**config.mk**
```make
export PLATFORM = sky130hd
export DESIGN_NAME = node_key_table_top
export DESIGN_NICKNAME = d
export VERILOG_FILES = /design/src/sv/nkt_pkg.sv /design/src/sv/nkt_ram.sv /design/src/sv/nkt_ctrl.sv /design/src/sv/nkt_datapath.sv /design/src/sv/node_key_table_top.sv
export SDC_FILE = /design/constraint.sdc
export NUM_CORES = 2
export LEC_CHECK = 0
export BUFFER_PORTS_ARGS = -buffer_cell sky130_fd_sc_hd__buf_2
export CORE_MARGIN = 2
export CORE_UTILIZATION = 60
export DETAILED_ROUTE_END_ITERATION = 7
export GPL_ROUTABILITY_DRIVEN = 1
export GPL_TIMING_DRIVEN = 0
export PLACE_DENSITY_LB_ADDON = 0.05
export SYNTH_ARGS = -nofsm -noshare
export SYNTH_HDL_FRONTEND = slang
export SYNTH_HIERARCHICAL = 1
export SYNTH_SLANG_ARGS = --single-unit
```
**constraint.sdc**
```tcl
create_clock -name clk -period 19.31 [get_ports clk]
set_input_delay 3.862 -clock clk [delete_from_list [all_inputs] [get_ports clk]]
set_output_delay 3.862 -clock clk [all_outputs]
set_load 0.005 [all_outputs]
```
**src/sv/nkt_pkg.sv**
```systemverilog
`timescale 1ns / 1ps
`default_nettype none

package nkt_pkg;

  // Default table geometry.
  localparam int NODES_DEF    = 16;
  localparam int ID_BITS_DEF  = 64;
  localparam int KEY_BITS_DEF = 64;

  // Fixed port widths.
  localparam int ID_W     = 64;
  localparam int KEY_W    = 64;
  localparam int STATUS_W = 3;
  localparam int CFG_W    = 5;

  // Reset value of the usable entry count.
  localparam logic [CFG_W-1:0] CFG_RESET = 5'd16;

  // Action codes.
  localparam logic ACT_WRITE = 1'b0;
  localparam logic ACT_READ  = 1'b1;

  // Result status codes.
  localparam logic [STATUS_W-1:0] ST_UPDATED   = 3'd0;
  localparam logic [STATUS_W-1:0] ST_INSERTED  = 3'd1;
  localparam logic [STATUS_W-1:0] ST_FULL      = 3'd2;
  localparam logic [STATUS_W-1:0] ST_FOUND     = 3'd3;
  localparam logic [STATUS_W-1:0] ST_NOT_FOUND = 3'd4;

  // Commands from the controller to the datapath.
  typedef struct packed {
    logic start;     // capture the input item and reset the search
    logic issue;     // read the entry at the scan index
    logic check;     // compare the entry just read
    logic advance;   // move the scan index to the next entry
    logic write;     // store the entry for a write item
    logic load_out;  // load the result register
  } cmd_t;

  // Status from the datapath to the controller.
  typedef struct packed {
    logic n_zero;    // no entry is usable
    logic last;      // scan index is at the last usable entry
    logic match;     // entry just read holds the requested ID pair
    logic is_read;   // current item is a lookup
    logic out_free;  // result register can take a new result
  } sts_t;

endpackage

`default_nettype wire

```
**src/sv/nkt_ram.sv**
```systemverilog
`timescale 1ns / 1ps
`default_nettype none

module nkt_ram #(
  parameter int WIDTH = 64,
  parameter int DEPTH = 16,
  parameter int ADDR_W = (DEPTH > 1) ? $clog2(DEPTH) : 1
) (
  input  wire logic              clk,
  input  wire logic              we,
  input  wire logic [ADDR_W-1:0] waddr,
  input  wire logic [WIDTH-1:0]  wdata,
  input  wire logic [ADDR_W-1:0] raddr,
  output logic      [WIDTH-1:0]  rdata
);

  logic [WIDTH-1:0] mem [DEPTH];

  // One write port and one registered read port.
  always_ff @(posedge clk) begin
    if (we) begin
      mem[waddr] <= wdata;
    end
    rdata <= mem[raddr];
  end

endmodule

`default_nettype wire

```
**src/sv/nkt_ctrl.sv**
```systemverilog
`timescale 1ns / 1ps
`default_nettype none

module nkt_ctrl (
  input  wire logic          clk,
  input  wire logic          rst,
  input  wire logic          in_valid,
  output logic               in_stall,
  input  wire nkt_pkg::sts_t sts,
  output nkt_pkg::cmd_t      cmd
);

  import nkt_pkg::*;

  localparam logic [2:0] S_IDLE   = 3'd0;
  localparam logic [2:0] S_ISSUE  = 3'd1;
  localparam logic [2:0] S_CHECK  = 3'd2;
  localparam logic [2:0] S_WRITE  = 3'd3;
  localparam logic [2:0] S_RESULT = 3'd4;

  logic [2:0] state;
  logic [2:0] state_next;

  // The input side is open only between items.
  assign in_stall = (state != S_IDLE);

  // Next state and commands.
  always_comb begin
    state_next = state;
    cmd        = '0;
    unique case (state)
      S_IDLE: begin
        if (in_valid) begin
          cmd.start  = 1'b1;
          state_next = sts.n_zero ? S_RESULT : S_ISSUE;
        end
      end
      S_ISSUE: begin
        cmd.issue  = 1'b1;
        state_next = S_CHECK;
      end
      S_CHECK: begin
        cmd.check = 1'b1;
        if (sts.match || sts.last) begin
          state_next = sts.is_read ? S_RESULT : S_WRITE;
        end else begin
          cmd.advance = 1'b1;
          state_next  = S_ISSUE;
        end
      end
      S_WRITE: begin
        cmd.write  = 1'b1;
        state_next = S_RESULT;
      end
      S_RESULT: begin
        if (sts.out_free) begin
          cmd.load_out = 1'b1;
          state_next   = S_IDLE;
        end
      end
      default: begin
        state_next = S_IDLE;
      end
    endcase
  end

  // State register.
  always_ff @(posedge clk) begin
    if (rst) begin
      state <= S_IDLE;
    end else begin
      state <= state_next;
    end
  end

endmodule

`default_nettype wire

```
**src/sv/nkt_datapath.sv**
```systemverilog
`timescale 1ns / 1ps
`default_nettype none

module nkt_datapath #(
  parameter int NODES    = nkt_pkg::NODES_DEF,
  parameter int ID_BITS  = nkt_pkg::ID_BITS_DEF,
  parameter int KEY_BITS = nkt_pkg::KEY_BITS_DEF
) (
  input  wire logic                             clk,
  input  wire logic                             rst,
  input  wire nkt_pkg::cmd_t                    cmd,
  output nkt_pkg::sts_t                         sts,
  input  wire logic                             cfg_we,
  input  wire logic [nkt_pkg::CFG_W-1:0]        cfg_wdata,
  input  wire logic                             action,
  input  wire logic [nkt_pkg::ID_W-1:0]         client_id,
  input  wire logic [nkt_pkg::ID_W-1:0]         server_id,
  input  wire logic [nkt_pkg::KEY_W-1:0]        new_key,
  output logic                                  out_valid,
  input  wire logic                             out_stall,
  output logic      [nkt_pkg::STATUS_W-1:0]     status,
  output logic      [nkt_pkg::KEY_W-1:0]        found_key
);

  import nkt_pkg::*;

  localparam int IDX_W = (NODES > 1) ? $clog2(NODES) : 1;
  localparam int CNT_W = (IDX_W + 1 > CFG_W) ? IDX_W + 1 : CFG_W;
  localparam int ENT_W = 2 * ID_BITS + KEY_BITS;
  localparam logic [CNT_W-1:0] NODES_CNT = CNT_W'(NODES);

  logic [CFG_W-1:0]    entries_in_use;
  logic                is_read;
  logic [ID_BITS-1:0]  cid;
  logic [ID_BITS-1:0]  sid;
  logic [KEY_BITS-1:0] key;
  logic [IDX_W-1:0]    idx;
  logic                hit;
  logic                empty_seen;
  logic [IDX_W-1:0]    empty_idx;
  logic [KEY_BITS-1:0] found;
  logic                ent_valid;
  logic [NODES-1:0]    valid;

  logic [CNT_W-1:0]    usable;
  logic [CNT_W-1:0]    cfg_ext;
  logic [ENT_W-1:0]    rdata;
  logic [ID_BITS-1:0]  r_cid;
  logic [ID_BITS-1:0]  r_sid;
  logic [KEY_BITS-1:0] r_key;
  logic                entry_match;
  logic                entry_empty;
  logic                ram_we;
  logic [IDX_W-1:0]    ram_waddr;
  logic [STATUS_W-1:0] status_next;

  // Usable entry count, saturated to the table size.
  assign cfg_ext = CNT_W'(entries_in_use);
  assign usable  = (cfg_ext > NODES_CNT) ? NODES_CNT : cfg_ext;

  // Entry store: client ID, server ID and key side by side.
  nkt_ram #(
    .WIDTH (ENT_W),
    .DEPTH (NODES),
    .ADDR_W(IDX_W)
  ) u_ram (
    .clk  (clk),
    .we   (ram_we),
    .waddr(ram_waddr),
    .wdata({cid, sid, key}),
    .raddr(idx),
    .rdata(rdata)
  );

  assign r_cid = rdata[ENT_W-1 -: ID_BITS];
  assign r_sid = rdata[KEY_BITS +: ID_BITS];
  assign r_key = rdata[KEY_BITS-1:0];

  // An entry never written since reset reads as all zero.
  assign entry_match = ent_valid ? ((r_cid == cid) && (r_sid == sid))
                                 : ((cid == '0) && (sid == '0));
  assign entry_empty = !ent_valid || (rdata == '0);

  // A write goes to the matching entry, else to the first empty one.
  assign ram_we    = cmd.write && (hit || empty_seen);
  assign ram_waddr = hit ? idx : empty_idx;

  // Status toward the controller.
  assign sts.n_zero   = (usable == '0);
  assign sts.last     = ((CNT_W'(idx) + CNT_W'(1)) == usable);
  assign sts.match    = entry_match;
  assign sts.is_read  = is_read;
  assign sts.out_free = !out_valid || !out_stall;

  // Result code of the finished search.
  always_comb begin
    if (is_read) begin
      status_next = hit ? ST_FOUND : ST_NOT_FOUND;
    end else if (hit) begin
      status_next = ST_UPDATED;
    end else if (empty_seen) begin
      status_next = ST_INSERTED;
    end else begin
      status_next = ST_FULL;
    end
  end

  // Control state: register, valid bits, search flags and result valid.
  always_ff @(posedge clk) begin
    if (rst) begin
      entries_in_use <= CFG_RESET;
      valid          <= '0;
      hit            <= 1'b0;
      empty_seen     <= 1'b0;
      out_valid      <= 1'b0;
    end else begin
      if (cfg_we) begin
        entries_in_use <= cfg_wdata;
      end
      if (cmd.start) begin
        hit        <= 1'b0;
        empty_seen <= 1'b0;
      end else if (cmd.check) begin
        if (entry_match) begin
          hit <= 1'b1;
        end else if (entry_empty) begin
          empty_seen <= 1'b1;
        end
      end
      if (ram_we) begin
        valid[ram_waddr] <= 1'b1;
      end
      if (cmd.load_out) begin
        out_valid <= 1'b1;
      end else if (!out_stall) begin
        out_valid <= 1'b0;
      end
    end
  end

  // Payload registers.
  always_ff @(posedge clk) begin
    if (cmd.start) begin
      is_read <= (action == ACT_READ);
      cid     <= client_id[ID_BITS-1:0];
      sid     <= server_id[ID_BITS-1:0];
      key     <= new_key[KEY_BITS-1:0];
      idx     <= '0;
      found   <= '0;
    end else if (cmd.advance) begin
      idx <= idx + IDX_W'(1);
    end
    if (cmd.issue) begin
      ent_valid <= valid[idx];
    end
    // Only the first empty entry is kept.
    if (cmd.check && !entry_match && entry_empty && !empty_seen) begin
      empty_idx <= idx;
    end
    if (cmd.check && entry_match) begin
      found <= ent_valid ? r_key : '0;
    end
    if (cmd.load_out) begin
      status    <= status_next;
      found_key <= (is_read && hit) ? KEY_W'(found) : '0;
    end
  end

endmodule

`default_nettype wire

```
**src/sv/node_key_table_top.sv**
```systemverilog
`timescale 1ns / 1ps
`default_nettype none

// Node key table: entries keyed by a client ID and server ID pair, each
// holding key data.
// Input channel: in_valid / in_stall carry action, client_id, server_id and
// new_key. A write (action 0) updates the matching entry or fills the first
// empty entry; a read (action 1) looks the pair up.
// Output channel: out_valid / out_stall carry status and found_key, one
// result per input transfer, in order.
// Configuration: cfg_we with cfg_wdata sets the number of usable entries;
// write it only while no item is in flight.
// Timing: an item is searched one entry at a time, a registered table read
// and then a compare per entry, until a match or the last usable entry; a
// write then stores the entry in a further state. The single table read
// port serves one item at a time: a new input is taken only after the
// previous item has loaded its result.
// A new input can be taken while the previous result still waits in the
// output register; a stalled result holds until it is transferred.
// Reset marks every entry empty at once, sets the usable count to 16 and
// empties the output register.
module node_key_table_top #(
  parameter int NODES    = nkt_pkg::NODES_DEF,
  parameter int ID_BITS  = nkt_pkg::ID_BITS_DEF,
  parameter int KEY_BITS = nkt_pkg::KEY_BITS_DEF
) (
  input  wire logic                         clk,
  input  wire logic                         rst,
  input  wire logic                         cfg_we,
  input  wire logic [nkt_pkg::CFG_W-1:0]    cfg_wdata,
  input  wire logic                         in_valid,
  output logic                              in_stall,
  input  wire logic                         action,
  input  wire logic [nkt_pkg::ID_W-1:0]     client_id,
  input  wire logic [nkt_pkg::ID_W-1:0]     server_id,
  input  wire logic [nkt_pkg::KEY_W-1:0]    new_key,
  output logic                              out_valid,
  input  wire logic                         out_stall,
  output logic      [nkt_pkg::STATUS_W-1:0] status,
  output logic      [nkt_pkg::KEY_W-1:0]    found_key
);

  import nkt_pkg::*;

  cmd_t cmd;
  sts_t sts;

  // Sequencer of the scan.
  nkt_ctrl u_ctrl (
    .clk     (clk),
    .rst     (rst),
    .in_valid(in_valid),
    .in_stall(in_stall),
    .sts     (sts),
    .cmd     (cmd)
  );

  // Table store, compare logic and result register.
  nkt_datapath #(
    .NODES   (NODES),
    .ID_BITS (ID_BITS),
    .KEY_BITS(KEY_BITS)
  ) u_dp (
    .clk      (clk),
    .rst      (rst),
    .cmd      (cmd),
    .sts      (sts),
    .cfg_we   (cfg_we),
    .cfg_wdata(cfg_wdata),
    .action   (action),
    .client_id(client_id),
    .server_id(server_id),
    .new_key  (new_key),
    .out_valid(out_valid),
    .out_stall(out_stall),
    .status   (status),
    .found_key(found_key)
  );

  // An accepted item always keeps the input side closed for the next cycle.
  assert property (@(posedge clk) disable iff (rst)
    (in_valid && !in_stall) |=> in_stall)
    else $error("input side open right after a transfer");

  // A result only appears at the end of a search.
  assert property (@(posedge clk) disable iff (rst)
    $rose(out_valid) |-> $past(in_stall))
    else $error("result appeared without an item in progress");

  // Key data is returned only with a found status.
  assert property (@(posedge clk) disable iff (rst)
    (out_valid && (status != ST_FOUND)) |-> (found_key == '0))
    else $error("nonzero key without found status");

  // Status codes stay within the defined set.
  assert property (@(posedge clk) disable iff (rst)
    out_valid |-> (status <= ST_NOT_FOUND))
    else $error("undefined status code");

endmodule

`default_nettype wire
```
# == After elaboration in Yosys (flattened, before gate mapping) ==
# Memory sizes are Yosys's and may differ from the RTL's. A register that Yosys moved wholly into a read port is not among the register bits.
# Cells that the tools add are included.
# W data, S select, Z words.
# word_totals
ff_bits,360
mem_bits_rw,3072
inputBits,203
output_inout_bits,69
elab_cells,96
memories,1
# memory_table
memory,depth,width,read_ports,rd_ports_with_merged_regs,wr,line,source
u_dp.u_ram.mem,16,192,1,1,1,nkt_ram.sv:17,logic [WIDTH-1:0] mem [DEPTH];
# classes
add_sub_neg,2
magnitude_cmp,4
n_eq_ne,10
n_mux,32
bitwise,2
n_reduce_logical,29
# op_table
operator,n
$logic_not A192 Y1,1
$mux W64,3
$eq A64 B64 Y1,2
$logic_not A64 Y1,2
$mux W3,8
$or A16 B16 Y16,1
$pmux W3 S5,1
$mux W1,14
$lt A4 B5 Y1 const B,2
$logic_and A1 B1 Y1,9
$eq A3 B2 Y1 const B,2
$add A4 B1 Y5 const B,1
$eq A5 B5 Y1,1
$gt A5 B5 Y1 const B,1
$logic_not A1 Y1,5
$logic_not A5 Y1,1
$mux W5,1
$add A4 B1 Y4 const B,1
$bmux W1 S4,1
$demux W1 S4,1
$ge A4 B1 Y1 const B,1
$logic_or A1 B1 Y1,4
$mux W2,2
$mux W4,1
11 further kinds,13

# == Longest topological paths before layout ==
# depth
ltp_word,9
depth_mapped,13
ltp_nobuf,11

# == Modules after synthesis ==
# Netlist, hierarchy kept.
# by_module_without_submodules
module,n_inst,cells_each,area_per_inst_um2,seq_area_each_um2
nkt_ram,1,5024,118802.7,96092.2
nkt_datapath,1,994,14745.4,10440.0
nkt_ctrl,1,24,207.7,60.1

# == Least setup slack after synthesis ==
# OpenSTA, ideal clock, no wires.
# synth_path
path_kind,register -> register
from,register u_dp.hit
to,memory u_dp/u_ram/mem[0][0] (netlist bit) (enable)
setup_time_ns,0.979
arrival_time_ns,14.517
required_time_ns,18.331
slack_ns,3.814
stages_incl_launch_ff,6
n_path_buf,1
synth_period_minus_slack_ns,15.496
cell_sequence,dfxtp_1 -> buf_1 -> mux2i_1 -> inv_1 -> or3b_2 -> nor3_1
# synth_between
word_cells_on_any_way,5
cone_classes,3 x mux; 2 x reduce/logical
# synth_lines
item,line,source
"start, declared",nkt_datapath.sv:38,logic hit;
"start signal, assigned",nkt_datapath.sv:113,hit <= 1'b0;
"start signal, assigned",nkt_datapath.sv:121,hit <= 1'b0;
"start signal, assigned",nkt_datapath.sv:125,hit <= 1'b1;
$mux W4,nkt_datapath.sv:86,assign ram_waddr = hit ? idx : empty_idx;
net u_dp.ram_waddr[2],nkt_datapath.sv:54,logic [IDX_W-1:0] ram_waddr;
"end, declared",nkt_ram.sv:17,
# The timed path passes the listed nets, and every way through them passes these cells.

# == Worst setup path in the final report ==
# layout_path
from,register u_ctrl.state[1]
to,output port in_stall
# layout_between
elab_chain_len,1
# layout_rtl
item,line,source
"start, declared",nkt_ctrl.sv:21,logic [2:0] state;
"start signal, assigned",nkt_ctrl.sv:72,state <= state_next;
$reduce_bool A3 Y1,nkt_ctrl.sv:25,assign in_stall = (state != S_IDLE);
"end, declared",node_key_table_top.sv:32,"output logic in_stall,"
# No other way between the ends.

==> metrics.cfg <==
[worst_setup_path]
cp_max_fo=8
rr_worst_depth=8
critical_path_arrival_ps=2030
timing.critical_path.cells=or3_2 -> buf_2
critical_path_buf_inv_count=1
critical_path_required_ps=15450
kind_of_start_point_of_the_critical_path=register
r2r_slack_ps=13420
cell_family_with_the_largest_share_of_critical_path_delay=simple AND/OR/NAND/NOR gates
crit_path_top_delay_cell=sky130_fd_sc_hd__or3_2
endpoint_kind=output port
max_stage_delay_ps=530
rr_startpoint=u_dp/cid[47]
timing_worst_setup_path_type=register to output port
end_of_the_worst_register_to_register_path=u_dp/found[53]

[clock_tree]
clk_root_buffer_cell=sky130_fd_sc_hd__clkbuf_16
clock_latency_ps=960
cts_buffer_depth=4
tritoncts=yes
post_cts_clock_slew_at_the_launch_and_capture_registers_of_the_worst_setup_and_hold_paths_ps=60
clock_sink_count=3624
post_cts.resized_instances=0
post_cts_hold_buffer_count=0
number_of_levels_the_h_tree_was_split_into=5
cts_setup_buffers=0
tritoncts.num_buffers=368

[sta]
rsz0062_at_grt=false
clock-skew-final_ps=53.4
worst_pin_slew_ps=1400
clock.fmax_ghz=0.170
finalMaxSlewViolations=0
fin_hold_ws_ps=471
timing.slew.headroom_pct=6.36
final_hold_violating_endpoints=0
final_min_period_over_clock_period_pct=30.5
finalSetupViolCount=0
fin_crit_ps=5890
final.setup.tns_ps=0

[drt]
final_antenna_net_count=0
drtIter0Drc=9302
drcViolationCount=0
first_pass_iters=5
routedWlPerCell_um=36.5
drt-total-wl_um=372000
detail_route.vias_per_cell=6.74
route.vias.total=68700

[placed_design]
io_buffer_count=270
hpwlAfterDp_um=252000
gp_congestion=0.957

[worst_hold_path]
timing.hold.worst_path_depth=2
hold-path-endpoint=u_dp/valid[14]
hold_path_startpoint=u_dp/valid[14]
worstHoldPathType=register to register

[logic_synthesis]
syn_area_um2=134000
synth.area.top_cells=sky130_fd_sc_hd__edfxtp_1, sky130_fd_sc_hd__mux4_2, sky130_fd_sc_hd__dfxtp_1
yosysTopAreaCellShare_pct=76.4
number_of_enable_type_register_cells_in_the_synthesized_netlist=3401
syn_inst=6042
yosysWarnings=6
yosysSeqAreaShare_pct=79.7
yosysUniqueCellTypes=61
ys_async_sr_fraction_pct=0
netlist.top_cell.by_area=sky130_fd_sc_hd__edfxtp_1
postSynthRegisterBits=3624
postSynth.topFlopCell=sky130_fd_sc_hd__edfxtp_1
postSynthNetCount=6246
synth.avg_cell_area_um2=22.1

[global_routing]
grt_pass1_wl_um=518000
grt_pass1_vias=67300
grt_antenna_before_repair=21
grt_max_degree=62
overflow=0
grtUsageTotal_pct=32.8

[floorplan]
initial_core_util_pct=60.3
floorplan.die.width_um=476
fp-row-count=173
chipHeight_um=476
design.portCount=272
die_area_um2=227000
core_area_um2=222000

[finish]
area_delta_synth_final_pct=15.8
final_nets=7128
share_of_cells_above_drive_strength_1_pct=26.5
final_core_utilization_pct=69.8

[power]
total_leakage_power_nw=49.7
power-per-cell-area_nw_per_um2=112
irDropWorstVdd_mv=0.0935
fin_total_pwr_mw=17.4

[run_status]
outcome=finished, final reports clean

[job]
cap_viol_max_count=0

how the worst max path moves through the flow:
stage                                        end  slack [ps]  cells past startpoint            start
after floorplan             u_dp/u_ram/mem[0][0]        3810                      5         u_dp/hit
final                                   in_stall       13420                      2  u_ctrl/state[1]
after detailed placement            u_dp/cid[37]       13410                      6         in_valid
after global routing                    in_stall       13340                      2  u_ctrl/state[1]
after CTS                               in_stall       13370                      2  u_ctrl/state[0]
after global placement    u_dp/u_ram/mem[0][165]      -13710                      5         u_dp/hit
through the flow:
step / cell area [um^2] / setup slack [ps] / cells
2_1_floorplan: 134000 / 3810 / 6042
3_3_place_gp: 139000 / -13710 / 9287
3_5_place_dp: 143000 / 13410 / 9528
4_1_cts: 155000 / 13370 / 10200
5_1_grt: 155000 / 13340 / 10200
6_report: 155000 / 13420 / 10200
cell families after synthesis:
group,after synthesis,share of synthesized area [%]
buffers and inverters,360,1.25
DFF,3624,79.7
muxes,852,13.1
AOI/OAI and AO/OA,517,2.81
adders and majority gates,1,0.00935
xor gates and xnor gates,81,0.530
and+or+nand+nor,607,2.58
per-layer routing:
layer  GRT usage [%]  vias up  routed length (um)  share of wire, %
li1                -    27300                   -                 -
met2            50.3     4229              174000                47
met1            47.3    36600              143000                38
met5               0        -                  51             0.014
met4            12.2        8               15400               4.1
met3            7.15      687               39300                11
layout by cell type (no fill, tap or decap), drive strengths merged, types with 98 or more instances in the layout:
cell type / n
a22oi: 332
buf: 679
clkbuf: 658
clkinv: 102
dfxtp: 223
edfxtp: 3401
mux2i: 130
mux4: 722
nand2: 183
nor4: 98
worst register-to-register path, stage by stage, from the launching register on:
cell and delay (ps):
sky130_fd_sc_hd__edfxtp_1 740, sky130_fd_sc_hd__nor4_1 1160, sky130_fd_sc_hd__nand4_1 740, sky130_fd_sc_hd__nor4_1 680
sky130_fd_sc_hd__nand4_1 600, sky130_fd_sc_hd__a21boi_2 410, sky130_fd_sc_hd__clkbuf_1 400, sky130_fd_sc_hd__o21bai_4 530
sky130_fd_sc_hd__buf_12 280
state kept, by name, summed over array words and instances, names as in the netlist:
name	cells
u_dp/u_ram/mem	3072
u_dp/cfg_ext	5
u_dp/found	64
u_dp/cid	64
u_dp/u_ram/rdata	192
u_dp/out_valid	1
u_dp/found_key	64
u_ctrl/state	3
u_dp/ent_valid	1
u_dp/valid	16
u_dp/idx	4
u_dp/key	64
u_dp/hit	1
u_dp/sid	64
u_dp/empty_idx	4
u_dp/status	3
u_dp/is_read	1
u_dp/empty_seen	1
cells in the mapped netlist (24+ instances only):
| cell | number |
|---|---|
| sky130_fd_sc_hd__buf_4 | 40 |
| sky130_fd_sc_hd__nand2_1 | 183 |
| sky130_fd_sc_hd__nor2_1 | 58 |
| sky130_fd_sc_hd__buf_2 | 88 |
| sky130_fd_sc_hd__xnor2_1 | 57 |
| sky130_fd_sc_hd__nor2b_1 | 30 |
| sky130_fd_sc_hd__a21oi_1 | 55 |
| sky130_fd_sc_hd__o211ai_1 | 24 |
| sky130_fd_sc_hd__buf_1 | 31 |
| sky130_fd_sc_hd__xor2_1 | 24 |
| sky130_fd_sc_hd__a22oi_1 | 332 |
| sky130_fd_sc_hd__nand2b_1 | 34 |
| sky130_fd_sc_hd__inv_1 | 47 |
| sky130_fd_sc_hd__and3_1 | 69 |
| sky130_fd_sc_hd__and4b_1 | 64 |
| sky130_fd_sc_hd__mux4_2 | 722 |
| sky130_fd_sc_hd__dfxtp_1 | 223 |
| sky130_fd_sc_hd__clkbuf_1 | 144 |
| sky130_fd_sc_hd__edfxtp_1 | 3401 |
| sky130_fd_sc_hd__mux2i_1 | 130 |
| sky130_fd_sc_hd__a211oi_1 | 27 |
| sky130_fd_sc_hd__nor4_1 | 97 |
| sky130_fd_sc_hd__o22ai_1 | 38 |
| sky130_fd_sc_hd__nand4_1 | 37 |
final cells by class:
cell class,count,area (um^2)
inverters,49,184
multi-input cells,2058,25600
clock inverters,140,1380
flip-flops and latches,3624,107000
diodes,24,60.1
repair buffers,512,5440
well taps,2975,3720
plain buffers,311,1490
fillers,13400,67000
clock buffers,514,10300
power by group:
| part | total [mW] | internal, mW | switching [mW] |
|---|---|---|---|
| logic | 1.30 | 0.571 | 0.725 |
| clock network | 6.93 | 4.08 | 2.85 |
| registers | 9.15 | 8.81 | 0.342 |
Power figures use the tool's default switching activity.
